[config.mk]
export PLATFORM = sky130hd
export DESIGN_NAME = patan_div
export DESIGN_NICKNAME = d
export VERILOG_FILES = /design/src/rtl/patan_pkg.sv /design/src/rtl/patan_div.sv
export SDC_FILE = /design/constraint.sdc
export NUM_CORES = 1
export LEC_CHECK = 0
export BUFFER_PORTS_ARGS = -buffer_cell sky130_fd_sc_hd__buf_2
export CORE_MARGIN = 1
export CORE_UTILIZATION = 50
export CTS_CLUSTER_SIZE = 28
export DETAILED_ROUTE_END_ITERATION = 8
export GPL_TIMING_DRIVEN = 0
export PLACE_DENSITY = 0.64
export SKIP_CTS_REPAIR_TIMING = 1
export SYNTH_ARGS = -nofsm -noshare
export SYNTH_HDL_FRONTEND = slang
export SYNTH_SLANG_ARGS = --single-unit
[constraint.sdc]
create_clock -name clk -period 2.7 [get_ports clk]
set_input_delay 0.135 -clock clk [delete_from_list [all_inputs] [get_ports clk]]
set_output_delay 0.135 -clock clk [all_outputs]
set_load 0.05 [all_outputs]
[src/rtl/patan_pkg.sv]
// package for the polynomial atan2 pipeline
// holds widths, the Q1.15 coefficient table and the pi constant; no dependencies
package patan_pkg;
	localparam int IN_WIDTH_DEF = 16;
	localparam int ANGLE_FRAC_DEF = 13;
	localparam int NUM_COEF = 6;
	localparam int TW = 17;
	localparam logic [62:0] PI_Q61 = 63'd7244019458077122842;

	typedef logic signed [TW:0] coef_t;

	function automatic coef_t poly_coef(input logic [2:0] k);
		coef_t c;
		case (k)
			3'd0: c = -18'sd293;
			3'd1: c = 18'sd1484;
			3'd2: c = -18'sd3585;
			3'd3: c = 18'sd6247;
			3'd4: c = -18'sd10884;
			3'd5: c = 18'sd32767;
			default: c = '0;
		endcase
		return c;
	endfunction

	// quadrant info that travels with an item
	typedef struct packed {
		logic valid;
		logic zero;
		logic xmajor;
		logic xneg;
		logic yneg;
	} quad_t;
endpackage

[src/rtl/patan_div.sv]
// restoring divider for the ratio: small*2^15 + big/2, divided by big, one quotient bit a stage
// depends on patan_pkg
module patan_div #(
	parameter int IN_WIDTH = patan_pkg::IN_WIDTH_DEF
) (
	input  logic clk,
	input  logic arst_n,
	input  logic adv,
	input  logic in_valid,
	input  logic [IN_WIDTH-1:0] mag_lo,
	input  logic [IN_WIDTH-1:0] big,
	input  patan_pkg::quad_t quad_in,
	output logic out_valid,
	output logic [15:0] ratio,
	output patan_pkg::quad_t quad_out
);
	import patan_pkg::*;
	localparam int NW = IN_WIDTH + 15;
	localparam int QB = 16;
	localparam int RW = IN_WIDTH + 1;

	// stage k: remainder, remaining dividend bits, quotient so far
	logic [RW-1:0] rem_s [QB+1];
	logic [NW-1:0] num_s [QB+1];
	logic [QB-1:0] quo_s [QB+1];
	logic [IN_WIDTH-1:0] den_s [QB+1];
	quad_t qd_s [QB+1];

	logic [NW-1:0] num0;
	// ratio < 2^16, so the top NW-16 bits of the numerator form a remainder below big
	assign num0 = {mag_lo, 15'd0} + NW'(big >> 1);

	always_comb begin
		rem_s[0] = RW'(num0 >> QB);
		num_s[0] = num0 << (NW - QB);
		quo_s[0] = '0;
		den_s[0] = big;
		qd_s[0] = quad_in;
		qd_s[0].valid = in_valid;
	end

	for (genvar k = 0; k < QB; k++) begin : g_st
		logic [RW-1:0] sh;
		logic [RW:0] diff;
		logic [RW-1:0] rem_q;
		logic [NW-1:0] num_q;
		logic [QB-1:0] quo_q;
		logic [IN_WIDTH-1:0] den_q;
		quad_t qd_q;
		always_comb begin
			sh = {rem_s[k][RW-2:0], num_s[k][NW-1]};
			diff = {1'b0, sh} - {2'b0, den_s[k]};
		end
		always_ff @(posedge clk or negedge arst_n) begin
			if (!arst_n) begin
				qd_q <= '0;
			end else if (adv) begin
				qd_q <= qd_s[k];
			end
		end
		always_ff @(posedge clk) begin
			if (adv) begin
				rem_q <= diff[RW] ? sh : diff[RW-1:0];
				num_q <= num_s[k] << 1;
				quo_q <= {quo_s[k][QB-2:0], ~diff[RW]};
				den_q <= den_s[k];
			end
		end
		assign rem_s[k+1] = rem_q;
		assign num_s[k+1] = num_q;
		assign quo_s[k+1] = quo_q;
		assign den_s[k+1] = den_q;
		assign qd_s[k+1] = qd_q;
	end

	assign out_valid = qd_s[QB].valid;
	assign ratio = quo_s[QB];
	assign quad_out = qd_s[QB];
endmodule

==> summary.md <==
| Metric | Value |
|---|---|
| Outcome | `complete, but fails checks` |
| Root Driver | `clkbuf_16` |
| Number of nets with antenna violations after routing | `0` |
| Post-layout utilization of the core | `0.616` |
| Largest fanout of any net on the critical path | `7` |
| Die Span X | `approximately 270 um` |
| Final Hold Fails | `0` |
| Number of antenna violations at the first check in global routing | `0` |
| Kind of start point of the critical path | `register` |
| Reported max-cap violation count | `0` |
| Num rows | `98` |
| CP Buf/Inv Count | `4` |
| DRC marker count from the first detailed-route iteration | `about 1800` |
| Largest stage delay on the critical path | `approximately 0.40 ns` |
| Peak ir drop on the vdd network | `~0.54 mV` |
| Internal power consumption | `~34 mW` |
| Power density of the placed cells | `approximately 1200 nW/um2` |
| Gate power share | `0.462` |
| Avg WL per Cell | `17.9 um` |
| Type of the most critical hold path | `primary input to asynchronous set/reset pin` |
| Net Sw Frac | `0.355` |
| Part of the total power dissipated in the clock network | `0.203` |
| Dominant register cell in the synthesized netlist | `edfxtp_1` |
| Core region area | `72000 um2` |
| Final setup viols | `36` |
| Worst slack after detailed placement | `-0.628 ns` |
| 1st-pass router iterations | `5` |
| CTS Buf Count | `just under 80` |
| Average vias per placed instance | `roughly 5.6` |
| Flip-flop and latch count after synthesis | `~700` |
| Pin count of the biggest net entering global routing | `140` |
| Boundary Pins | `between 60 and 70` |
| Placed insts | `slightly above 4000` |
| Sequential Power Share | `0.335` |
| TritonCTS sink count | `696` |
| Highest Clock Rate | `around 0.35 GHz` |
| Crit path kind | `register to register` |
| Count of input and output buffers | `around 60` |
| Relative area change from synthesis to final layout | `21.1%` |
| Crit-path slowest cell | `edfxtp_1` |
| Net count of the finished layout | `between 3000 and 4000` |
| Setup repair after global routing missed its margin | `true` |
| Hpwl dp | `about 54000 um` |
| Final instance area | `roughly 44000 um2` |
| Total routing usage reported by global routing | `0.199` |
| Non-filler instance count after layout | `roughly 4400` |
| Effective utilization at floorplan | `0.508` |
| Cells after Synth | `between 3000 and 4000` |
| Final worst path period share | `1.06` |
| Post-synthesis average cell area | `approximately 12 um2` |
| Sequential area share after synthesis | `0.560` |
| Top delay family on crit path | `compound AO/OA/AOI/OAI gates` |
| Violations in the final reports | `setup timing` |
| Via count of the first global-routing pass | `23300` |
| Critical Path, Cell by Cell | `inv_2 > ha_4 > nor2b_4 > o31a_1 > o211ai_1 > buf_4 > a31oi_4 > o21a_1 > a21o_1 > buf_6 > clkbuf_16 > mux2_4` |
| Share of final-layout standard cells stronger than drive strength 1 | `0.253` |
| Cell area after synthesis | `36600 um2` |
| Cell type contributing the most total cell area after synthesis | `edfxtp_1` |
| Switching power | `~18 mW` |
| Summed negative setup slack over all endpoints | `-2.44 ns` |
| Maximum level of the CTS H-tree | `3` |
| Number of synthesis warnings | `0` |
| Diode insertion count for antenna repair | `0` |
| Detailed-route wire length | `a little under 80000 um` |
| Element type at the critical path end | `register` |
| Number of enable-type register cells in the synthesized netlist | `slightly above 600` |
| TritonCTS clock tree | `yes` |
| Worst reg-to-reg setup slack | `-0.17 ns` |
| Syn Nets | `3321` |
| Leakage component of the power | `17.7 nW` |
| Clock transition at the registers of the reported paths | `0.06 ns` |
| Yosys top cell area share | `0.506` |
| Top cells by area in the synthesized netlist | `edfxtp_1, ha_1, dfrtp_1` |
| Required time of the worst setup path | `roughly 3.1 ns` |
| GP Congestion | `0.928` |
| Measured slew at the worst slew-check pin | `between 0.7 and 0.8 ns` |
| Overall overflow remaining after global route | `0` |
| Total cell area at the placement stage | `approximately 38000 um2` |
| Post-route clock skew | `between 0.02 and 0.03 ns` |
| Chip height | `around 270 um` |
| Count of unresolved DRC violations after routing | `0` |
| Max-slew headroom | `0.511` |
| Arrival time at the worst endpoint | `about 3.2 ns` |
| Worst-case clock buffer depth | `3` |
| Time the final worst path needs with I/O delays and setup | `approximately 2.9 ns` |
| Insertion delay of the later-clocked pin in the worst-skew pair | `~0.63 ns` |
| Worst-case setup margin in the final layout | `-0.166 ns` |
| Number of pins with negative max-slew slack in the final report | `0` |
| First-pass GRT wire length | `~120000 um` |
| Share of flip-flops with an asynchronous set or reset | `0.115` |
| Number of distinct library cells after synthesis | `84` |
| Area of the die | `74200 um2` |
| Vias post-DR | `about 24000` |
| Count of filler cells inserted in the layout | `~5500` |
==> Yosys cell counts (10+ instances only) <==
cell and number:
a21oi_1 212, inv_1 312, and3_1 10, nand2b_1 24, a21o_1 70, o21bai_1 15, o311a_1 10, ha_1 255
o21a_1 64, a311oi_1 10, xnor2_1 86, a31oi_1 21, fa_1 15, mux2_2 176, dfrtp_1 80, buf_2 22
o31ai_1 34, o211ai_1 15, nor2b_1 35, edfxtp_1 616, a21boi_0 17, o21ai_0 162, nor3_1 29, xor2_1 48
nand3_1 51, nand2_1 152, a211oi_1 36, nor2_1 197, clkbuf_1 27, o22ai_1 12
==> layout make-up <==
class | count | area (um2) | share of cell area
sequential | 696 | 20500 | 0.463
multi-input combinational | 1933 | 16200 | 0.367
timing repair buffer | 264 | 2190 | 0.0494
clock buffer | 98 | 2040 | 0.0460
inverter | 318 | 1210 | 0.0273
tap | 950 | 1190 | 0.0268
clock inverter | 46 | 517 | 0.0117
buffer | 44 | 413 | 0.00932
timing repair inverter | 2 | 12.5 | 0.000282
==> cells in the final DEF, fill, tap and decap left out, drive strengths merged, types with 36 or more instances in the layout <==
cell / n
a211oi: 36
a21o: 70
a21oi: 222
buf: 250
clkbuf: 116
dfrtp: 80
dlygate4sd3: 40
edfxtp: 616
ha: 255
inv: 324
mux2: 188
nand2: 152
nand3: 51
nor2: 197
o21a: 64
o21ai: 166
xnor2: 86
xor2: 48
==> power groups by stage <==
stage	Combinational (mW)	Clock, mW	Sequential [mW]
after global routing	26.1	11.2	17.7
after floorplan	14.7	0	16.9
final	24.0	10.6	17.4
after global placement	18.3	0	17.6
after CTS	19.1	10.8	17.3
after detailed placement	18.9	0	17.5
==> cells by family (layout without fill, tap and decap cells) <==
group	after synthesis	after routing	share of synthesized area
AO/OA/AOI/OAI	767	767	0.136
XOR/XNOR	134	134	0.0321
adder cells (fa/ha/maj)	270	270	0.0954
buffers and inverters	381	772	0.0417
flip-flops	696	696	0.560
multiplexers	197	197	0.0612
AND/OR/NAND/NOR	565	565	0.0729
==> per-layer routing <==
layer | routed length (um) | global-route usage | vias up
met5 | 0 | 0 | -
met1 | 34500 | 0.265 | 11800
met3 | 3650 | 0.0302 | 152
met2 | 37600 | 0.332 | 635
li1 | - | - | 11800
met4 | 2140 | 0.0665 | 0
==> final timing paths <==
kind | startpoint | endpoint | cells after the start
worst max-delay path | g_st[13].den_q[1]$_DFFE_PP_ | g_st[14].rem_q[11]$_DFFE_PP_ | 12
worst min-delay path | arst_n | out_valid$_DFFE_PN0P_ | 2
worst max register to register | g_st[13].den_q[1]$_DFFE_PP_ | g_st[14].rem_q[11]$_DFFE_PP_ | 12
worst min register to register | g_st[8].quo_q[0]$_DFFE_PP_ | g_st[9].quo_q[1]$_DFFE_PP_ | 0
max in group asynchronous | arst_n | g_st[6].qd_q[0]$_DFFE_PN0P_ | 3
min in group clk | big[1] | g_st[0].rem_q[1]$_DFFE_PP_ | 3
==> metrics by stage <==
stage	power (mW)	hold slack [ns]
floorplan	31.6	-0.161
global placement	35.9	0.332
detailed placement	36.4	0.120
CTS	47.2	-0.549
global route	55.0	0.0349
finish	52.0	0.0148
==> state kept, by name (all words and copies together), names as in the netlist <==
| name | count |
|---|---|
| ratio | 16 |
| g_st.rem_q | 240 |
| out_valid | 1 |
| quad_out | 4 |
| g_st.qd_q | 75 |
| g_st.den_q | 240 |
| g_st.quo_q | 120 |
(Power assumes the default switching activity.)
