===== config.mk =====
export PLATFORM = sky130hd
export DESIGN_NAME = patan_poly
export DESIGN_NICKNAME = d
export VERILOG_FILES = /design/src/rtl/patan_pkg.sv /design/src/rtl/patan_poly.sv
export SDC_FILE = /design/constraint.sdc
export NUM_CORES = 2
export LEC_CHECK = 0
export ABC_AREA = 1
export BUFFER_PORTS_ARGS = -buffer_cell sky130_fd_sc_hd__buf_2
export CAP_MARGIN = 20
export CORE_AREA = 2 2 397 399
export DETAILED_ROUTE_END_ITERATION = 8
export DIE_AREA = 0 0 399 401
export GPL_ROUTABILITY_DRIVEN = 1
export PLACE_DENSITY = 0.7
export SETUP_SLACK_MARGIN = 0.4
export SLEW_MARGIN = 5
export SYNTH_ARGS = -nofsm -noshare
export SYNTH_HDL_FRONTEND = slang
export SYNTH_SLANG_ARGS = --single-unit

===== constraint.sdc =====
create_clock -name clk -period 8.1 [get_ports clk]
set_clock_uncertainty 0.05 [all_clocks]
set_input_delay 2.025 -clock clk [delete_from_list [all_inputs] [get_ports clk]]
set_output_delay 2.025 -clock clk [all_outputs]
set_load 0.01 [all_outputs]

===== src/rtl/patan_pkg.sv =====
// package for the polynomial atan2 pipeline
// holds widths, the Q1.15 coefficient table and the pi constant; no dependencies
package patan_pkg;
	localparam int IN_WIDTH_DEF = 16;
	localparam int ANGLE_FRAC_DEF = 13;
	localparam int NUM_COEF = 6;
	localparam int TW = 17;
	localparam logic [62:0] PI_Q61 = 63'd7244019458077122842;

	typedef logic signed [TW:0] coef_t;

	function automatic coef_t poly_coef(input logic [2:0] k);
		coef_t c;
		case (k)
			3'd0: c = -18'sd293;
			3'd1: c = 18'sd1484;
			3'd2: c = -18'sd3585;
			3'd3: c = 18'sd6247;
			3'd4: c = -18'sd10884;
			3'd5: c = 18'sd32767;
			default: c = '0;
		endcase
		return c;
	endfunction

	// quadrant info that travels with an item
	typedef struct packed {
		logic valid;
		logic zero;
		logic xmajor;
		logic xneg;
		logic yneg;
	} quad_t;
endpackage


===== src/rtl/patan_poly.sv =====
// Horner evaluation of t*P(t*t) with a register after every product, then quadrant fix
// depends on patan_pkg
module patan_poly #(
	parameter int ANGLE_FRAC_BITS = patan_pkg::ANGLE_FRAC_DEF
) (
	input  logic clk,
	input  logic arst_n,
	input  logic adv,
	input  logic [15:0] ratio,
	input  patan_pkg::quad_t quad_in,
	output logic out_valid,
	output logic signed [ANGLE_FRAC_BITS+2:0] angle
);
	import patan_pkg::*;
	localparam int AW = ANGLE_FRAC_BITS + 3;
	localparam int PSH = 30 - ANGLE_FRAC_BITS;
	localparam int SH0 = 61 - ANGLE_FRAC_BITS;
	localparam int SH1 = 62 - ANGLE_FRAC_BITS;
	localparam logic [62:0] PI0 = (PI_Q61 + (63'd1 << (SH0 - 1))) >> SH0;
	localparam logic [62:0] PI1 = (PI_Q61 + (63'd1 << (SH1 - 1))) >> SH1;
	localparam int NH = NUM_COEF - 1;

	// round-to-nearest, ties up, of a signed product by 2^15
	function automatic logic signed [TW:0] rnd15(input logic signed [2*TW+1:0] p);
		logic signed [2*TW+1:0] s;
		s = (p + (36'sd1 <<< 14)) >>> 15;
		return s[TW:0];
	endfunction

	// stage 1: square of the ratio
	logic signed [TW:0] t_s1, t2_s1;
	quad_t qd_s1;
	logic signed [2*TW+1:0] sq;
	assign sq = $signed({2'b0, ratio}) * $signed({2'b0, ratio});

	always_ff @(posedge clk or negedge arst_n) begin
		if (!arst_n) begin
			qd_s1 <= '0;
		end else if (adv) begin
			qd_s1 <= quad_in;
		end
	end
	always_ff @(posedge clk) begin
		if (adv) begin
			t_s1 <= $signed({2'b0, ratio});
			t2_s1 <= rnd15(sq);
		end
	end

	// Horner steps, one multiply each
	logic signed [TW:0] u_h [NH+1];
	logic signed [TW:0] t_h [NH+1];
	logic signed [TW:0] t2_h [NH+1];
	quad_t qd_h [NH+1];
	assign u_h[0] = poly_coef(3'd0);
	assign t_h[0] = t_s1;
	assign t2_h[0] = t2_s1;
	assign qd_h[0] = qd_s1;

	for (genvar k = 0; k < NH; k++) begin : g_h
		logic signed [2*TW+1:0] p;
		logic signed [TW:0] u_q, t_q, t2_q;
		quad_t qd_q;
		assign p = u_h[k] * t2_h[k];
		always_ff @(posedge clk or negedge arst_n) begin
			if (!arst_n) begin
				qd_q <= '0;
			end else if (adv) begin
				qd_q <= qd_h[k];
			end
		end
		always_ff @(posedge clk) begin
			if (adv) begin
				u_q <= poly_coef(3'(k + 1)) + rnd15(p);
				t_q <= t_h[k];
				t2_q <= t2_h[k];
			end
		end
		assign u_h[k+1] = u_q;
		assign t_h[k+1] = t_q;
		assign t2_h[k+1] = t2_q;
		assign qd_h[k+1] = qd_q;
	end

	// final product u*t, rounded to the angle scale
	logic signed [2*TW+1:0] pf, pr;
	logic signed [AW-1:0] r_s2;
	quad_t qd_s2;
	assign pf = u_h[NH] * t_h[NH];
	assign pr = (pf + (36'sd1 <<< (PSH - 1))) >>> PSH;

	always_ff @(posedge clk or negedge arst_n) begin
		if (!arst_n) begin
			qd_s2 <= '0;
		end else if (adv) begin
			qd_s2 <= qd_h[NH];
		end
	end
	always_ff @(posedge clk) begin
		if (adv) begin
			r_s2 <= pr[AW-1:0];
		end
	end

	// quadrant fix
	logic signed [AW-1:0] r_sg, a_nx;
	logic signed [AW-1:0] pi0, pi1;
	assign pi0 = AW'(PI0);
	assign pi1 = AW'(PI1);
	always_comb begin
		r_sg = (qd_s2.xneg != qd_s2.yneg) ? -r_s2 : r_s2;
		if (qd_s2.zero) begin
			a_nx = '0;
		end else if (qd_s2.xmajor) begin
			if (qd_s2.xneg) begin
				a_nx = r_sg + (qd_s2.yneg ? -pi0 : pi0);
			end else begin
				a_nx = r_sg;
			end
		end else begin
			a_nx = -r_sg + (qd_s2.yneg ? -pi1 : pi1);
		end
	end

	logic v_s3;
	always_ff @(posedge clk or negedge arst_n) begin
		if (!arst_n) begin
			v_s3 <= 1'b0;
		end else if (adv) begin
			v_s3 <= qd_s2.valid;
		end
	end
	always_ff @(posedge clk) begin
		if (adv) begin
			angle <= a_nx;
		end
	end
	assign out_valid = v_s3;
endmodule


==> summary.md <==
| Metric | Value |
|---|---|
| Die span in y | `401 um` |
| CTS tree | `done` |
| Mapped cell area | `85,330 um^2` |
| Max FO, Critical Path | `19` |
| Worst-skew pair later-pin latency | `0.63 ns` |
| Worst hold-check path type | `reg -> reg` |
| Final setup fails | `0` |
| Slew margin rel. | `26.63%` |
| Vias in the first global route | `70.02k` |
| Initial DRC Count | `4,022` |
| Top_reg_cell synth | `edfxtp_1` |
| Status | `finished with violations` |
| DIE AREA | `160,000 um^2` |
| RSZ-0062 raised after global routing | `no` |
| Multi-input gate area | `61,300 um^2` |
| Htree depth | `2` |
| Nets | `12.81k` |
| Failing checks | `DRC` |
| Final slew viol count | `0` |
| Initial Util | `54.82%` |
| Fillers | `14.12k` |
| Asr flop ratio synth | `10.56%` |
| Mean area per synthesized cell | `8.040 um^2` |
| Yosys cell types | `62` |
| Most used cell, CP | `nand2_1` |
| Core ar. | `155,700 um^2` |
| Slowest stage delay, CP | `1.06 ns` |
| Crit path kind | `reg -> reg` |
| DP HPWL | `178,700 um` |
| Flops & latches, synth | `341` |
| # IOs | `41` |
| Final antenna-violating net count | `0` |
| Crit path launch type | `register` |
| Synth Instances | `10.61k` |
| Rows | `145` |
| Area added between synthesis and finish | `4.006%` |
| F_max | `137.8 MHz` |
| Post-synth EDFFs | `305` |
| Antenna violations before repair | `0` |
| Wire length of the first global-routing pass | `356,800 um` |
| Root buf cell | `clkbuf_16` |
| Commonest non-fill, non-tap cell in the layout | `inv_1` |
| Final hold vios | `0` |
| Met1 Usage GRT | `35.46%` |
| Tmin final | `7.257 ns` |
| Final WL | `213,400 um` |
| IO buf count | `40` |
| Worst-path clk slew | `0.06 ns` |
| Min-delay src | `g_h[2].t_q[1]$_DFFE_PP_` |
| Crit path buf inv count | `5` |
| Critical Path AT | `7.57 ns` |
| CTS Sinks | `341` |
| Routability cong. | `0.9319` |
| Worst Max-Slew Pin Slew | `1.101 ns` |
| Total CTS buffers | `44` |
| Sequential cell area | `10,060 um^2` |
| Critical path required time | `8.41 ns` |
| Vias | `63.94k` |
| Slowest cell on crit path | `edfxtp_1` |
| Largest net degree at the start of global routing | `147` |
| Detailed Routing Iterations Pass 1 | `8` |
| Synthesized Nets | `13.02k` |
| Die width | `399 um` |
| Layout cells sized above 1 | `3.422%` |
| Most frequent cells in the layout | `inv_1, nand2_1, fa_1` |
| Max Root-Sink Buffers | `3` |
| Critical Path Source | `g_h[2].t2_q[6]$_DFFE_PP_` |
| Crit end category | `register` |
| Top Usage Layer GRT | `met2` |
| Max Cap Violations | `0` |
| Yosys Warn Count | `0` |
| GRT Resource Usage Total | `27.93%` |
| Final period utilization | `89.59%` |
| Grt ovf | `0` |
| Post-route DRC | `1` |
| Vias per cell | `5.120` |
| GR Util met3 | `3.039%` |
| Reg2reg start | `g_h[2].t2_q[6]$_DFFE_PP_` |
| Setup_tns | `0 ns` |
| Wire length per cell | `17.09 um` |
| CP delay by family, top | `adder cells` |
| Register area share after synthesis | `11.79%` |
| GRT met2 Usage | `48.32%` |
| # diodes | `0` |
synthesized netlist by cell type, drive strengths merged (5+ instances only):
| master | instances | area (um^2) |
|---|---|---|
| o21a | 6 | 45.04 |
| nand4 | 53 | 337.8 |
| o21bai | 19 | 142.6 |
| o31ai | 6 | 45.04 |
| a21o | 13 | 97.59 |
| or2 | 37 | 231.5 |
| o21ai | 151 | 763.2 |
| ha | 675 | 8446 |
| inv | 3342 | 12540 |
| nand3 | 264 | 1359 |
| dfrtp | 36 | 900.9 |
| xnor2 | 78 | 683.2 |
| clkbuf | 341 | 1280 |
| buf | 29 | 146.4 |
| nand2 | 2662 | 10120 |
| o211ai | 6 | 45.04 |
| nand3b | 17 | 140.1 |
| and2 | 5 | 33.78 |
| nor2 | 385 | 1550 |
| a21oi | 267 | 1363 |
| nor4 | 10 | 68.81 |
| nor3 | 47 | 286.5 |
| xor2 | 113 | 1027 |
| fa | 1711 | 34250 |
| a31oi | 6 | 37.54 |
| edfxtp | 305 | 9159 |
per-stage QoR:
stage | area (um^2) | utilization [%] | worst slack, ns | cells | hold WS (ns)
2_1_floorplan | 85330 | - | 0.6450 | 10613 | 0.3503
3_3_place_gp | 87180 | 56.01 | 0.2698 | 12403 | 0.3514
3_5_place_dp | 87180 | 56.01 | 0.3668 | 12403 | 0.3545
4_1_cts | 88680 | 56.97 | 0.8553 | 12484 | 0.3453
5_1_grt | 88750 | 57.01 | 0.4580 | 12489 | 0.3579
6_report | 88750 | 57.01 | 0.8430 | 12489 | 0.3403
layer usage:
layer  vias up  share of wire [%]
li1      29789                  -
met1     31684                 40
met2      2000                 49
met3       467                5.6
met4         0                5.1
met5         -                  0
sequential cells by signal, summed over array words and instances (netlist names):
| signal | count |
|---|---|
| g_h.t_q | 80 |
| g_h.u_q | 87 |
| qd_s2 | 5 |
| g_h.qd_q | 25 |
| t_s1 | 16 |
| t2_s1 | 18 |
| angle | 16 |
| out_valid | 1 |
| qd_h | 5 |
| g_h.t2_q | 72 |
| r_s2 | 16 |
timing repair:
item | in CTS | in global routing
buffers inserted | 0 | 4
setup endpoints to repair | 0 | 2
hold buffers | 0 | 0
gates resized for setup | 0 | 1
logic make-up (layout without fill, tap and decap cells):
family / Yosys count / after routing / share of synthesized area [%]
buffers and inverters: 3715 / 3533 / 16.39
XOR/XNOR: 191 / 191 / 2.004
AO/OA/AOI/OAI: 494 / 494 / 3.175
flip-flops: 341 / 341 / 11.79
AND/OR/NAND/NOR: 3486 / 3486 / 16.61
adder cells (fa/ha/maj): 2386 / 2386 / 50.04
path summary, 6_finish.rpt:
check,end,slack (ns),depth (start not counted)
min in group asynchronous,g_h[4].qd_q[2]$_DFFE_PN0P_,1.46,1
max in group asynchronous,g_h[3].qd_q[4]$_DFFE_PN0P_,5.97,1
hold / removal,g_h[3].t_q[1]$_DFFE_PP_,0.34,0
setup / recovery,g_h[3].u_q[16]$_DFFE_PP_,0.84,27
setup reg to reg,g_h[3].u_q[16]$_DFFE_PP_,0.84,27
hold reg to reg,g_h[3].t_q[1]$_DFFE_PP_,0.34,0
layout make-up:
type / instances / area share [%]
Clock buffer: 56 / 1.362
Clock inverter: 25 / 0.3327
Sequential cell: 341 / 11.33
Inverter: 3345 / 14.15
Tap cell: 2058 / 2.901
Multi-Input combinational cell: 6557 / 69.07
Timing Repair Buffer: 107 / 0.8544
Power is not shown: default switching activity piles up to over one toggle a cycle in this logic, so the estimate is an artifact.
